File: config.mk
export PLATFORM = sky130hd
export DESIGN_NAME = ftr_mdu
export DESIGN_NICKNAME = d
export VERILOG_FILES = /design/src/rtl/core/ftr_pkg.sv /design/src/rtl/core/ftr_mdu.sv
export SDC_FILE = /design/constraint.sdc
export NUM_CORES = 1
export LEC_CHECK = 0
export ABC_AREA = 1
export BUFFER_PORTS_ARGS = -buffer_cell sky130_fd_sc_hd__buf_2
export CORE_UTILIZATION = 40
export DETAILED_ROUTE_END_ITERATION = 8
export GPL_TIMING_DRIVEN = 0
export SYNTH_ARGS = -nofsm -noshare
export SYNTH_HDL_FRONTEND = slang
export SYNTH_SLANG_ARGS = --single-unit
export TNS_END_PERCENT = 100
File: constraint.sdc
create_clock -name clk -period 12.17 [get_ports clk]
set_clock_uncertainty 0.1 [all_clocks]
set_input_delay 1.217 -clock clk [delete_from_list [all_inputs] [get_ports clk]]
set_output_delay 1.217 -clock clk [all_outputs]
set_load 0.01 [all_outputs]
File: src/rtl/core/ftr_pkg.sv
// Shared types, constants and helpers for the filled triangle rasterizer.
`timescale 1ns / 1ps
package ftr_pkg;

  // Canvas store geometry
  localparam int MAX_WIDTH  = 128;
  localparam int MAX_HEIGHT = 64;
  localparam int COL_W      = $clog2(MAX_WIDTH);
  localparam int ROW_W      = $clog2(MAX_HEIGHT);
  localparam int ADDR_W     = COL_W + ROW_W;
  localparam int DEPTH      = MAX_WIDTH * MAX_HEIGHT;

  // Datapath widths: Q16 x / slopes, Q4 y, multiplier b operand, divisor
  localparam int XW    = 48;
  localparam int YW    = 19;
  localparam int DW    = 36;
  localparam int DEN_W = 20;
  localparam int CNT_W = 14;

  // Request codes
  localparam logic REQ_FILL = 1'b0;
  localparam logic REQ_READ = 1'b1;

  // Configuration register indexes
  localparam logic CFG_WIDTH  = 1'b0;
  localparam logic CFG_HEIGHT = 1'b1;

  // Arithmetic unit operations
  localparam logic MDU_DIV = 1'b0;
  localparam logic MDU_MUL = 1'b1;

  typedef struct packed {
    logic               req_type;
    logic signed [15:0] vertex0_x;
    logic signed [15:0] vertex0_y;
    logic signed [15:0] vertex1_x;
    logic signed [15:0] vertex1_y;
    logic signed [15:0] vertex2_x;
    logic signed [15:0] vertex2_y;
    logic [7:0]         glyph;
    logic [6:0]         read_col;
    logic [5:0]         read_row;
  } in_item_t;

  typedef struct packed {
    logic [7:0]       read_glyph;
    logic [CNT_W-1:0] cells_written;
  } out_item_t;

  typedef struct packed {
    logic go;
    logic op;
  } mdu_req_t;

  // ceil(v - 0.5) of a Q16 value
  function automatic logic signed [XW-1:0] ceil_half_q16(input logic signed [XW-1:0] v);
    logic signed [XW-1:0] t;
    t = XW'(32768);
    t = t - v;
    t = t >>> 16;
    return -t;
  endfunction

  // ceil(v - 0.5) of a Q4 value
  function automatic logic signed [YW:0] ceil_half_q4(input logic signed [YW:0] v);
    logic signed [YW:0] t;
    t = (YW+1)'(8);
    t = t - v;
    t = t >>> 4;
    return -t;
  endfunction

endpackage

File: src/rtl/core/ftr_mdu.sv
// Shared iterative multiply / divide unit, one bit per cycle.
`timescale 1ns / 1ps
module ftr_mdu import ftr_pkg::*; (
  input  logic                 clk,
  input  logic                 rst_n,
  input  mdu_req_t             req,
  input  logic signed [XW-1:0] opa,
  input  logic signed [DW-1:0] opb,
  output logic                 done,
  output logic signed [XW-1:0] res
);

  localparam int PW   = XW + DW;
  localparam int CW   = $clog2(XW + 1);

  logic              busy_r;
  logic              op_r;
  logic              neg_r;
  logic [CW-1:0]     cnt_r;
  logic [PW-1:0]     acc_r;
  logic [XW-1:0]     mcand_r;
  logic [DEN_W-1:0]  rem_r;
  logic [DEN_W-1:0]  den_r;
  logic              done_r;
  logic signed [XW-1:0] res_r;

  logic [XW-1:0]     a_mag;
  logic [DW-1:0]     b_mag;
  logic [XW:0]       sum;
  logic [DEN_W:0]    rem_sh;
  logic [DEN_W:0]    diff;
  logic [PW:0]       prod;
  logic [XW-1:0]     quo;

  // operand magnitudes
  assign a_mag = opa[XW-1] ? XW'(-opa) : XW'(opa);
  assign b_mag = opb[DW-1] ? DW'(-opb) : DW'(opb);

  // one shift-add or restoring-subtract step
  assign sum    = {1'b0, acc_r[PW-1:DW]} + (acc_r[0] ? {1'b0, mcand_r} : '0);
  assign rem_sh = {rem_r, acc_r[XW-1]};
  assign diff   = rem_sh - {1'b0, den_r};

  // sign fix of the final result
  assign prod = neg_r ? (PW+1)'(-{1'b0, acc_r}) : {1'b0, acc_r};
  assign quo  = neg_r ? XW'(-acc_r[XW-1:0]) : acc_r[XW-1:0];

  always_ff @(posedge clk) begin
    if (!rst_n) begin
      busy_r <= 1'b0;
      done_r <= 1'b0;
    end else begin
      done_r <= 1'b0;
      if (!busy_r) begin
        if (req.go) begin
          busy_r  <= 1'b1;
          op_r    <= req.op;
          rem_r   <= '0;
          den_r   <= opb[DEN_W-1:0];
          mcand_r <= a_mag;
          if (req.op == MDU_MUL) begin
            neg_r <= opa[XW-1] ^ opb[DW-1];
            cnt_r <= CW'(DW);
            acc_r <= {{XW{1'b0}}, b_mag};
          end else begin
            neg_r <= opa[XW-1];
            cnt_r <= CW'(XW);
            acc_r <= {{DW{1'b0}}, a_mag};
          end
        end
      end else if (cnt_r != '0) begin
        cnt_r <= cnt_r - 1'b1;
        if (op_r == MDU_MUL) begin
          acc_r <= {sum, acc_r[DW-1:1]};
        end else begin
          if (!diff[DEN_W]) begin
            rem_r <= diff[DEN_W-1:0];
          end else begin
            rem_r <= rem_sh[DEN_W-1:0];
          end
          acc_r[XW-1:0] <= {acc_r[XW-2:0], ~diff[DEN_W]};
        end
      end else begin
        busy_r <= 1'b0;
        done_r <= 1'b1;
        res_r  <= (op_r == MDU_MUL) ? $signed(prod[XW+15:16]) : $signed(quo);
      end
    end
  end

  assign done = done_r;
  assign res  = res_r;

endmodule

==> summary by stage, run 1 <==
Clock tree
The tree is rooted in a sky130_fd_sc_hd__clkbuf_16. The worst-case clock buffer depth is 3. Gates resized during post-CTS repair numbered 0.

The number of clock buffers added by TritonCTS is 30. The depth of the CTS H-tree is 1. Clock tree synthesis found a total of 230 sinks. The quantity of hold-fixing buffers added after cts is 0. The buffer count from post-CTS setup fixing is 0. Clock latency on the worst-skew pair, taken at its later pin, is 610 ps. TritonCTS built the clock tree. The clock-pin slew of the registers on the worst-case setup and hold paths is 70 ps.

Layout
The layout overhead on the synthesized area is 13.2%. The net count reported at finish is 3506. Fill cells in the final layout number 5328. The fraction of layout cells with a size suffix above 1 is 7.13%.

The final core utilization is 46.1%. The library cell used most frequently in the layout, excluding fill and tap cells, is sky130_fd_sc_hd__nand2_1. In the layout the commonest cells are sky130_fd_sc_hd__nand2_1 (1090), sky130_fd_sc_hd__inv_1 (533), sky130_fd_sc_hd__nor2_1 (421).

Summing all non-filler instances in the final layout gives an area of 22700 um2.

Yosys
Dividing the synthesized area by the synthesized cell count gives 6.34 um2. Counting every instance in the synthesized netlist gives 3166. For this run, the register share of the synthesized area comes to 34.3%.

Synthesis produced a netlist with a net count of 3328. The mapped cell area is 20100 um2. The number of warnings printed during yosys synthesis is 0. In this run, synthesis produced a sequential element count of 230.

The distinct cell type count of the synthesized netlist is 46. For this run, asynchronously set or reset flops after synthesis account for 0%. The count of flip-flops with a built-in enable after synthesis is 228. For this run, the leading register cell type out of synthesis is sky130_fd_sc_hd__edfxtp_1.

Detailed routing
The detailed router's first-iteration violation count is 2123. The number of optimization iterations in the first detailed-route pass is 7. The DRC violations left is 0.

Using the TritonRoute via totals, the vias-per-cell ratio works out to 5.27. The per-cell routed wire length is 19.6 um. Summing over every cut layer, the via total after detailed routing is 21200.

The number of nets with antenna violations after detailed routing is 0. The total length of routed wires is 79000 um.

Power
The static leakage power is 11.2 nW. Across the VDD grid, the largest voltage drop is 0.000119 V. Power spread over the standard cell area amounts to 109 nW/um2.

Floorplan
The number of placement rows is 81. The number of placed I/O pins is 137. After floorplanning, the core was sized to cover 49300 um2. The die covers 51100 um2. The y dimension of the die is 226 um.

The starting density of the core is 40.8%. From left edge to right edge, the die measures 226 um.

Critical path
The kind of start point of the critical path is a register. In this design, the critical path's most frequently occurring cell is sky130_fd_sc_hd__nand2_1. STA puts the critical path data required time at 12410 ps. The signal on the critical path passes through clkbuf_1 -> buf_1 -> nand2_1 -> inv_1 -> ha_1 -> nand2_1 -> nor2_1 -> nand2_1 -> nor3_1 -> nand3_1 -> nand3_1 -> nand2_1 -> inv_1 -> nor2_1. Data arrives at the worst endpoint at 3680 ps. Across all register-to-register paths, the minimum setup slack is 8730 ps. The critical register-to-register path endpoint is acc_r[77]$_SDFFCE_PN0P_. The highest fanout seen on the critical path is 10.

The sort of element at the end of the critical path is a register. Measured in cells, the most critical reg-to-reg path has a length of 14. The origin of the critical flop-to-flop path is acc_r[0]$_DFFE_PP_.

The slowest stage of the critical path belongs to the cell sky130_fd_sc_hd__clkbuf_1. The startpoint-to-endpoint class of the critical path is reg -> reg. In this design, the stage delay of the slowest critical-path cell is 450 ps.

Place
The placed standard-cell area is 21700 um2. The final estimated routing congestion in global placement is 0.993. Once detailed placement completed, the half-perimeter wirelength came to 65600 um. In this run the tool buffered the top-level ports with 135 buffer cells. Timing analysis after detailed placement gives a worst setup slack of 8780 ps.

Worst hold path
The startpoint identified for the worst hold timing path is cnt_r[0]$_SDFFCE_PN0P_. The worst hold path terminates at cnt_r[0]$_SDFFCE_PN0P_. Along the worst hold path, the cell count comes to 1. The path category of the worst min-delay check is reg -> reg.

STA
Setup violations remaining at the end of the flow were counted as 0. Setup repair after global routing left no endpoint under its margin. The maximum achievable frequency is 291 MHz. The slew at the pin with the worst max-slew slack is 914 ps. The worst hold slack is 470 ps. After layout, the worst setup slack is 8730 ps. The max-slew headroom at the worst pin is 39.1%.

The worst path in the final design needs a cycle of 3440 ps, including I/O delays and setup. The final setup TNS is 0 ps. The count of final max-slew check failures came to 0.

The total count of hold-check failures in the final report is 0. Of the available clock period, the critical path in the final layout requires 28.3%.

Global routing
The initial antenna violation count is 1. The total overflow left after global routing is 0. The number of global-route vias before repair is 20000. Entering global routing, the biggest net connects 42 pins. The total routing resource utilization after global routing is 30.8%. The first global-routing pass estimated 117000 um of wire.

Flow run
The total of max-cap violations is 0.

Outcome
The flow ran to the end, and the final reports show no timing, DRC or antenna violations.
## metrics by stage
stage	instances	power, mW
detailed placement	3976	1.57
global placement	3965	1.56
finish	4030	2.47
global route	4029	2.58
CTS	4029	2.48
floorplan	3166	1.36
## final cells by class
| cell class | instances | area (um2) | share of cell area, % |
|---|---|---|---|
| Clock inverter | 23 | 229 | 1.01 |
| Inverter | 540 | 2030 | 8.92 |
| Clock buffer | 30 | 751 | 3.30 |
| Tap cell | 664 | 831 | 3.65 |
| Buffer | 64 | 268 | 1.18 |
| Multi-Input combinational cell | 2332 | 10900 | 48.0 |
| Sequential cell | 230 | 6890 | 30.3 |
| Timing Repair Buffer | 146 | 816 | 3.59 |
| Antenna cell | 1 | 2.50 | 0.0110 |
## Yosys cell counts (3+ instances only)
master                     instances  area share (%)
sky130_fd_sc_hd__a21oi_1          93             2.3
sky130_fd_sc_hd__xnor2_1           8            0.35
sky130_fd_sc_hd__edfxtp_1        228              34
sky130_fd_sc_hd__o221ai_1          4            0.17
sky130_fd_sc_hd__o21ai_1           6            0.15
sky130_fd_sc_hd__nand2_2           5            0.16
sky130_fd_sc_hd__or2_2             6            0.19
sky130_fd_sc_hd__clkbuf_1         41            0.77
sky130_fd_sc_hd__o211ai_1         10            0.37
sky130_fd_sc_hd__a22oi_1          33             1.2
sky130_fd_sc_hd__buf_1            13            0.24
sky130_fd_sc_hd__nand3b_1         12            0.45
sky130_fd_sc_hd__nor3_1           24            0.60
sky130_fd_sc_hd__o21a_1            3            0.11
sky130_fd_sc_hd__a21boi_0          4            0.15
sky130_fd_sc_hd__nand2_1        1090              20
sky130_fd_sc_hd__nor2_2            8            0.25
sky130_fd_sc_hd__inv_1           534              10
sky130_fd_sc_hd__nor2_1          424             7.9
sky130_fd_sc_hd__buf_2             7            0.17
sky130_fd_sc_hd__nand3_1         318             7.9
sky130_fd_sc_hd__and2_1           16            0.50
sky130_fd_sc_hd__clkinv_1          4           0.075
sky130_fd_sc_hd__o22ai_1           5            0.16
sky130_fd_sc_hd__o21ai_0          84             2.1
sky130_fd_sc_hd__o21bai_1         10            0.37
sky130_fd_sc_hd__nand4_1          37             1.2
sky130_fd_sc_hd__xor2_1           40             1.7
sky130_fd_sc_hd__ha_1             72             4.5
## how the worst max path moves through the flow
stage,start,end,slack [ps],depth (start not counted)
detailed placement,opa[0],acc_r[20]$_DFFE_PP_,8780,10
floorplan,rst_n,res[0]$_DFFE_PP_,5680,2
global route,acc_r[0]$_DFFE_PP_,acc_r[76]$_SDFFCE_PN0P_,8460,14
global placement,rst_n,res[34]$_DFFE_PP_,3330,3
finish,acc_r[0]$_DFFE_PP_,acc_r[77]$_SDFFCE_PN0P_,8730,14
CTS,acc_r[0]$_DFFE_PP_,acc_r[77]$_SDFFCE_PN0P_,8790,14
## cell families after synthesis
kind of cell,share of synthesized area (%)
AND/OR/NAND/NOR,40.1
buffers and inverters,11.4
AO/OA/AOI/OAI,7.44
flip-flops,34.3
adder cells (fa/ha/maj),4.69
XOR/XNOR,2.09
## report_power, final
part	total, mW	leakage, nW	switching, mW	internal (mW)
logic	0.596	8.60	0.419	0.176
registers	0.972	2.16	0.0420	0.930
clock network	0.905	0.462	0.390	0.515
total	2.47	11.2	0.851	1.62
## routing by layer
metal	global-route usage (%)	up-vias	part of all wire (%)
li1	-	10400	-
met1	40.0	9782	42
met2	50.5	857	45
met3	4.63	176	7.5
met4	13.8	0	4.9
met5	0	-	0
## worst max-delay path: cells and delay by family, from the launching register on
family        cells  cell delay (ps)
flops             1              440
buf+inv           4              980
simple gates      9             1430
fa+ha+maj         1              230
## flip-flops by register name, indices dropped and copies added, names as in the netlist
signal / flops
mcand_r: 48
cnt_r: 6
rem_r: 20
acc_r: 84
res: 48
den_r: 20
op_r: 1
busy_r: 1
neg_r: 1
done: 1
Note: power is estimated with default switching activity, not from simulation.
==> run 2, diff against run 1 <==
==> constraint.sdc (replaced) <==
create_clock -name clk -period 3.1 [get_ports clk]
set_clock_uncertainty 0.1 [all_clocks]
set_input_delay 0.31 -clock clk [delete_from_list [all_inputs] [get_ports clk]]
set_output_delay 0.31 -clock clk [all_outputs]
set_load 0.01 [all_outputs]
==> run 2 against run 1 <==
Register-to-register slack worse by 8600 ps. Sequential power rose to 3.9 times the previous value. Count of clock-buffer cells in the layout rose by 2. Flip-flop and latch count stayed put. Fmax increased by 15%. Clock power rose to 4.0 times the previous value. Sequential share of layout area is 0.53 points lower. Final area increased by 1.8%. First-iteration DRC count increased by 8.0%. Critical path depth grew 1. Setup slack got worse by 8600 ps. Final cell count rose by 0.55%. Largest cell class unchanged.
==> summary by stage, run 2 (same netlist as run 1, synthesis figures left out) <==
Layout
From synthesis to final layout, the design area changed by 15.2%. Counting flops per register, the top entry is acc_r. Leaving out fill and tap cells, the most frequent cells in the layout are sky130_fd_sc_hd__nand2_1 (1090), sky130_fd_sc_hd__inv_1 (530), sky130_fd_sc_hd__nor2_1 (403). In the final layout, the share of cells above drive strength 1 is 8.23%. The number of antenna diodes is 0. The leading cell type in the layout, fill and taps excluded is sky130_fd_sc_hd__nand2_1.

The net count of the finished layout is 3527. The number of flip-flops in the largest register is 84. The non-filler instance count after layout is 4052. The number of fill cells in the layout is 5241.

STA
Setup repair after global routing could not meet its margin everywhere. The max-slew headroom at the worst pin is 38.2%. The total count of hold-check failures in the final report is 0. The count of final max-slew check failures is 0. Derived from the worst setup path, the maximum achievable clock frequency is 333 MHz. Adding up every negative setup slack in the final design gives 0 ps. The number of setup violations in the final report is 0. After layout, the worst path uses 96.8% of the clock period. The slew at the pin with the worst max-slew slack is 917 ps. The clock period minus worst slack is 3000 ps.

Critical path
The critical path goes through clkbuf_2 -> nand2_1 -> inv_1 -> ha_1 -> nand2_1 -> nor2_1 -> nand2_1 -> inv_1 -> nand2_1 -> nand2_1 -> nand2_1 -> nand3_1 -> nand2_1 -> inv_1 -> nor2_2. The startpoint-to-endpoint class of the critical path is reg -> reg. The critical register-to-register path endpoint is acc_r[80]$_SDFFCE_PN0P_. The sort of element at the end of the critical path is a register. The largest single stage delay on the critical path is 460 ps. The most frequent cell on the critical path is sky130_fd_sc_hd__nand2_1.

In this run the critical register-to-register path is launched from acc_r[0]$_DFFE_PP_. The beginning of the critical path is acc_r[0]$_DFFE_PP_. The worst register-to-register path has a setup slack of 100 ps. The number of cells on the worst reg-to-reg path is 15. The library cell contributing the largest single delay on the critical path is sky130_fd_sc_hd__edfxtp_1. Data on the critical path is required at its endpoint by 3330 ps.

For the worst setup path, the data arrival time is 3230 ps. The kind of start point of the critical path is a register. In this run the worst path has a maximum fanout of 10.

Detailed routing
For this block, the routed nets add up to 80200 um of wire. Dividing the detail-routed via count by the number of cells gives 5.29. The per-cell routed wire length is 19.8 um. In this run the remaining antenna-violating nets after routing total 0. For this run, the detailed router's first-pass iteration total came to 6. The DRC violations left is 0.

In this run, the number of DRC markers left after iteration 0 of detailed routing was 2292. Across all layers, the routed design uses 21400 vias.

Clock tree
The number of buffers created by CTS is 29. In this run the clock root is driven by a sky130_fd_sc_hd__clkbuf_16. The worst-case clock buffer depth is 3. The clock net sink count is 230. The clock-pin slew of the registers on the worst-case setup and hold paths is 60 ps. The latest clock arrival within the worst-skew pair is 580 ps. The depth of the CTS H-tree is 1. The clock tree from TritonCTS is done.

Floorplan
The y dimension of the die is 226 um. The number of placed I/O pins is 137. The floorplan step defined a die boundary enclosing 51100 um2. From left edge to right edge, the die measures 226 um. The initial utilization of the core area, before any placement, comes to 40.8%. The region available for standard cell placement spans 49300 um2. The number of placement rows is 81.

Global routing
The initial antenna violation count is 0. The number of global-route vias before repair came to 20400. For this run the aggregate overflow at the end of global routing stands at 0. The first global-routing pass estimated 120000 um of wire. The total routing resource utilization after global routing is 31.4%.

The largest net degree at the start of global routing is 42.

Power
Across the VDD grid, the largest voltage drop is 0.000414 V. The power density normalized to cell area is 425 nW/um2. The static leakage power is 11.4 nW.

Place
The total instance count after detailed placement is 3973. The number of port buffers is 135. The placed wire-length estimate is 66300 um. The congestion estimate from routability-driven global placement came to 0.974.

Worst hold path
The worst hold path begins at rst_n. The tightest min-delay check is of the in -> reg type. The endpoint of the worst hold-timing path is done$_SDFF_PN0_. Along the worst hold path, the cell count comes to 3.

Outcome
The run finished with clean final reports.

Flow run
The total of max-cap violations is 0.
[run 2: cell types whose count changed in the layout (fill, tap and decap cells not counted), moves of 4 or more]
cell	before	now
sky130_fd_sc_hd__clkinv_4	1	5
sky130_fd_sc_hd__dlygate4sd3_1	0	22
sky130_fd_sc_hd__ha_1	72	68
sky130_fd_sc_hd__ha_2	0	4
sky130_fd_sc_hd__nand3_1	318	313
sky130_fd_sc_hd__nand3_2	2	7
sky130_fd_sc_hd__nor2_1	421	403
sky130_fd_sc_hd__nor2_2	9	25
[run 2: worst max-delay path, delay by kind of cell, from the launching register on]
family                     cells  cell delay, ps
adders and majority gates      1             380
buffers and inverters          4             430
DFF                            1             460
and+or+nand+nor               10            1360
[run 2: stage by stage]
step | setup WS [ps] | cell area, um2 | hold WS, ps | power, mW | util (%)
floorplan | -206 | 20100 | 309 | 5.33 | -
global placement | -930 | 21600 | 424 | 6.15 | 43.9
detailed placement | -353 | 21800 | 420 | 6.19 | 44.2
CTS | 9.53 | 23000 | 25.7 | 9.82 | 46.7
global route | -57.3 | 23100 | 43.5 | 10.3 | 47.0
finish | 101 | 23100 | 27.9 | 9.84 | 47.0
[run 2: cell type report]
cell class              count  area, um2  share of cell area (%)
multi-input cells        2332      11000                    47.7
clock inverters            22        269                    1.16
flip-flops and latches    230       6890                    29.8
clock buffers              32        737                    3.19
plain buffers              64        277                    1.20
well taps                 664        831                    3.59
inverters                 540       2030                    8.78
repair buffers            168       1070                    4.63
[run 2: repair_timing]
action | CTS | global route
setup endpoints to repair | 31 | 53
buffers inserted | 2 | 1
hold buffers | 22 | 0
pin swaps | 0 | 1
gates resized for setup | 6 | 37
endpoints found under the hold margin | 22 | 0
[run 2: report_power, final]
group	switching, mW	internal (mW)	total [mW]	leakage (nW)
combinational	1.68	0.728	2.41	8.73
clock	1.47	2.14	3.61	0.481
sequential	0.165	3.65	3.81	2.16
[run 2: how the worst max path moves through the flow]
| stage | endpoint | slack, ps | cells past startpoint |
|---|---|---|---|
| 6_report | acc_r[80]$_SDFFCE_PN0P_ | 100 | 15 |
| 5_1_grt | acc_r[80]$_SDFFCE_PN0P_ | -60 | 15 |
| 4_1_cts | acc_r[76]$_SDFFCE_PN0P_ | 10 | 14 |
| 3_5_place_dp | acc_r[76]$_SDFFCE_PN0P_ | -350 | 14 |
| 3_3_place_gp | acc_r[56]$_SDFFCE_PN0P_ | -930 | 5 |
| 2_1_floorplan | res[0]$_DFFE_PP_ | -210 | 9 |
[run 2: per-layer routing]
metal / track usage [%] / share of wire, % / vias to the layer above
li1: - / - / 10500
met1: 40.2 / 42 / 9879
met2: 52.7 / 46 / 907
met3: 5.11 / 7.8 / 164
met4: 12.6 / 4.5 / 0
met5: 0 / 0 / -
==> run 3, diff against run 2 <==
--- a/config.mk
+++ b/config.mk
@@ -10,6 +10,7 @@
 export CORE_UTILIZATION = 40
 export DETAILED_ROUTE_END_ITERATION = 8
 export GPL_TIMING_DRIVEN = 0
+export PLACE_DENSITY_LB_ADDON = 0.08
 export SYNTH_ARGS = -nofsm -noshare
 export SYNTH_HDL_FRONTEND = slang
 export SYNTH_SLANG_ARGS = --single-unit
==> run 3 against run 2 <==
First-iteration DRC count shrank 0.87%. Highest routed layer is now met5. Critical endpoint is now res[19]$_DFFE_PP_. Largest cell class unchanged. Sequential power is essentially flat. Final area grew 0.31%.
==> summary by stage, run 3 (same netlist as run 1, synthesis figures left out) <==
Critical path
In this run the critical register-to-register path is launched from acc_r[0]$_DFFE_PP_. The required time of the worst setup path is 3290 ps. The sort of element at the end of the critical path is a register. For flop-to-flop paths, the worst setup slack is 40 ps. Together, buffers and inverters on the worst path number 1. The family of cells with the greatest summed delay on the critical path is simple AND/OR/NAND/NOR gates. Counting buffers and inverters, the worst setup path is 8 cells deep. The number of cells on the worst reg-to-reg path is 8. The slowest stage of the critical path belongs to the cell sky130_fd_sc_hd__o21ai_0.

The worst setup path is of the reg -> reg kind. Tracing the worst setup path back leads to its startpoint at acc_r[0]$_DFFE_PP_. Traced cell by cell, the critical path runs through inv_1 -> nand3_1 -> nor2_2 -> nand3b_1 -> o21ai_0 -> nand2_1 -> nand3_1 -> o21ai_0. STA classifies the critical path startpoint as a register.

The critical register-to-register path endpoint is res[19]$_DFFE_PP_. In this run the worst path has a maximum fanout of 4. The delay of the slowest cell on the worst path is 660 ps.

The critical path data arrival time is 3250 ps.

Floorplan
The floorplan step set the die width to 226 um. In this run the standard cell core region covers 49300 um2. In this run the core area contains 81 standard-cell rows.

The area enclosed by the die boundary is 51100 um2. The y dimension of the die is 226 um. Once the floorplan was initialized, standard cells occupied 40.8% of the core. 137 I/O pins were placed.

Worst hold path
The launch point of the worst hold path is opa[46]. The worst hold path terminates at mcand_r[46]$_DFFE_PP_. Counting instances, the worst hold path has a depth of 3. The path category of the worst min-delay check is in -> reg.

Layout
The net count of the finished layout is 3536. The most flop-heavy register is acc_r. Compared with the post-synthesis result, the final layout area differs by 15.6%. In the layout the commonest cells are sky130_fd_sc_hd__nand2_1 (1088), sky130_fd_sc_hd__inv_1 (530), sky130_fd_sc_hd__nor2_1 (406). The leading cell type in the layout, fill and taps excluded is sky130_fd_sc_hd__nand2_1. The number of flip-flops in the largest register is 84. The non-filler instance count after layout is 4064. The summed area of non-filler cells in the final layout is 23200 um2. The final core utilization is 47.1%. The fraction of layout cells with a size suffix above 1 is 8.39%.

Detailed routing
The total vias in the final route is 21400. The per-cell routed wire length is 20.2 um. For this run, design rule violations remaining after detail routing come to 0. The via-per-instance ratio is 5.27.

The number of nets with antenna violations after detailed routing is 0. The total length of routed wires is 82000 um. The detailed router's first-iteration violation count is 2272. The number of optimization iterations in the first detailed-route pass is 8.

Clock tree
The clock passes through at most 3 buffers. The clock-pin slew of the registers on the worst-case setup and hold paths is 60 ps. The later pin in the worst-skew pair is clocked with a latency of 610 ps. The clock tree from TritonCTS is done. The depth of the CTS H-tree is 1. The clock root buffer is sky130_fd_sc_hd__clkbuf_16. The number of buffers created by CTS is 30. Counting every sink on the clock net gives 230.

Global routing
The largest net degree at the start of global routing is 37. For this run the aggregate overflow at the end of global routing stands at 0. The wire length of the first global-routing pass is 121000 um. The total routing resource utilization after global routing is 31.9%. The initial antenna violation count was 3. The number of global-route vias before repair is 20200.

Place
At the end of routability-driven placement, the weighted congestion stood at 0.986. After detailed placement, the total cell area comes to 21800 um2. The number of port buffers is 135.

The number of placed instances, taps included, is 3973. The placed wire-length estimate is 67300 um.

STA
The total count of hold-check failures in the final report was 0. The slew at the pin with the worst max-slew slack is 948 ps. Setup repair after global routing left no endpoint under its margin.

Measured against its own limit, the worst slew margin works out to 36.8%. The post-route clock period utilization is 98.6%. The count of final max-slew check failures came to 0. Counting I/O delays and the setup requirement, the final critical path takes 3060 ps. Setup violations remaining at the end of the flow were counted as 0. Static timing analysis puts the maximum clock frequency at 327 MHz.

Flow run
Across the run, the number of max-cap violations was 0.

Power
The peak supply drop is 0.000529 V. The completed layout was analyzed and its total power is 9.86 mW. Dividing total power by cell area gives a power density of 425 nW/um2. Summed over all cells, the static leakage comes to 11.4 nW.

Outcome
The run finished with clean final reports.
## run 3: cell count changes in the layout (fill, tap and decap cells not counted), moves of 3 or more
cell | previous run | this run
sky130_fd_sc_hd__dlygate4sd3_1 | 22 | 26
sky130_fd_sc_hd__buf_4 | 4 | 9
sky130_fd_sc_hd__nor2_2 | 25 | 22
sky130_fd_sc_hd__nor2_1 | 403 | 406
## run 3: cell type report
class                   count  area, um2
fillers                  5326      26000
multi-input cells        2332      11000
flip-flops and latches    230       6890
inverters                 540       2030
repair buffers            176       1130
well taps                 664        831
clock buffers              32        758
plain buffers              64        279
clock inverters            24        245
diodes                      2       5.00
## run 3: worst register-to-register path: stages (launching register included)
cell	delay [ps]
sky130_fd_sc_hd__edfxtp_1	500
sky130_fd_sc_hd__inv_1	230
sky130_fd_sc_hd__nand3_1	220
sky130_fd_sc_hd__nor2_2	280
sky130_fd_sc_hd__nand3b_1	170
sky130_fd_sc_hd__o21ai_0	660
sky130_fd_sc_hd__nand2_1	170
sky130_fd_sc_hd__nand3_1	220
sky130_fd_sc_hd__o21ai_0	190
## run 3: per-stage QoR
stage / setup WS, ps / hold slack, ps / setup TNS, ps
2_1_floorplan: -206 / 309 / -9880
3_3_place_gp: -1000 / 425 / -180100
3_5_place_dp: -401 / 412 / -6590
4_1_cts: 21.1 / 4.24 / 0
5_1_grt: 4.84 / 38.6 / 0
6_report: 42.8 / 31.5 / 0
## run 3: how the worst max path moves through the flow
stage / to / slack [ps]
finish: res[19]$_DFFE_PP_ / 40
detailed placement: acc_r[76]$_SDFFCE_PN0P_ / -400
CTS: acc_r[77]$_SDFFCE_PN0P_ / 20
floorplan: res[0]$_DFFE_PP_ / -210
global placement: res[38]$_DFFE_PP_ / -1000
global route: acc_r[83]$_SDFFCE_PN0P_ / 5
## run 3: power by group
part	switching (mW)	total (mW)	internal [mW]	leakage [nW]
Sequential	0.171	3.82	3.65	2.16
Combinational	1.68	2.41	0.726	8.79
Clock	1.59	3.63	2.04	0.475
Total	3.44	9.86	6.42	11.4
## run 3: repair_timing
item                                    in CTS  in global routing
setup buffers                                2                  5
gates resized for setup                      7                 39
endpoints found under the hold margin       27                  0
hold buffers                                26                  0
endpoints found under the setup margin      35                 42
pin swaps                                    0                  1
## run 3: routing by layer
layer	global-route usage, %	routed length (um)	vias up
met4	9.13	2490	2
met3	3.92	5840	136
met2	53.8	38100	883
met1	42.7	35600	9899
met5	0	12	-
li1	-	-	10500
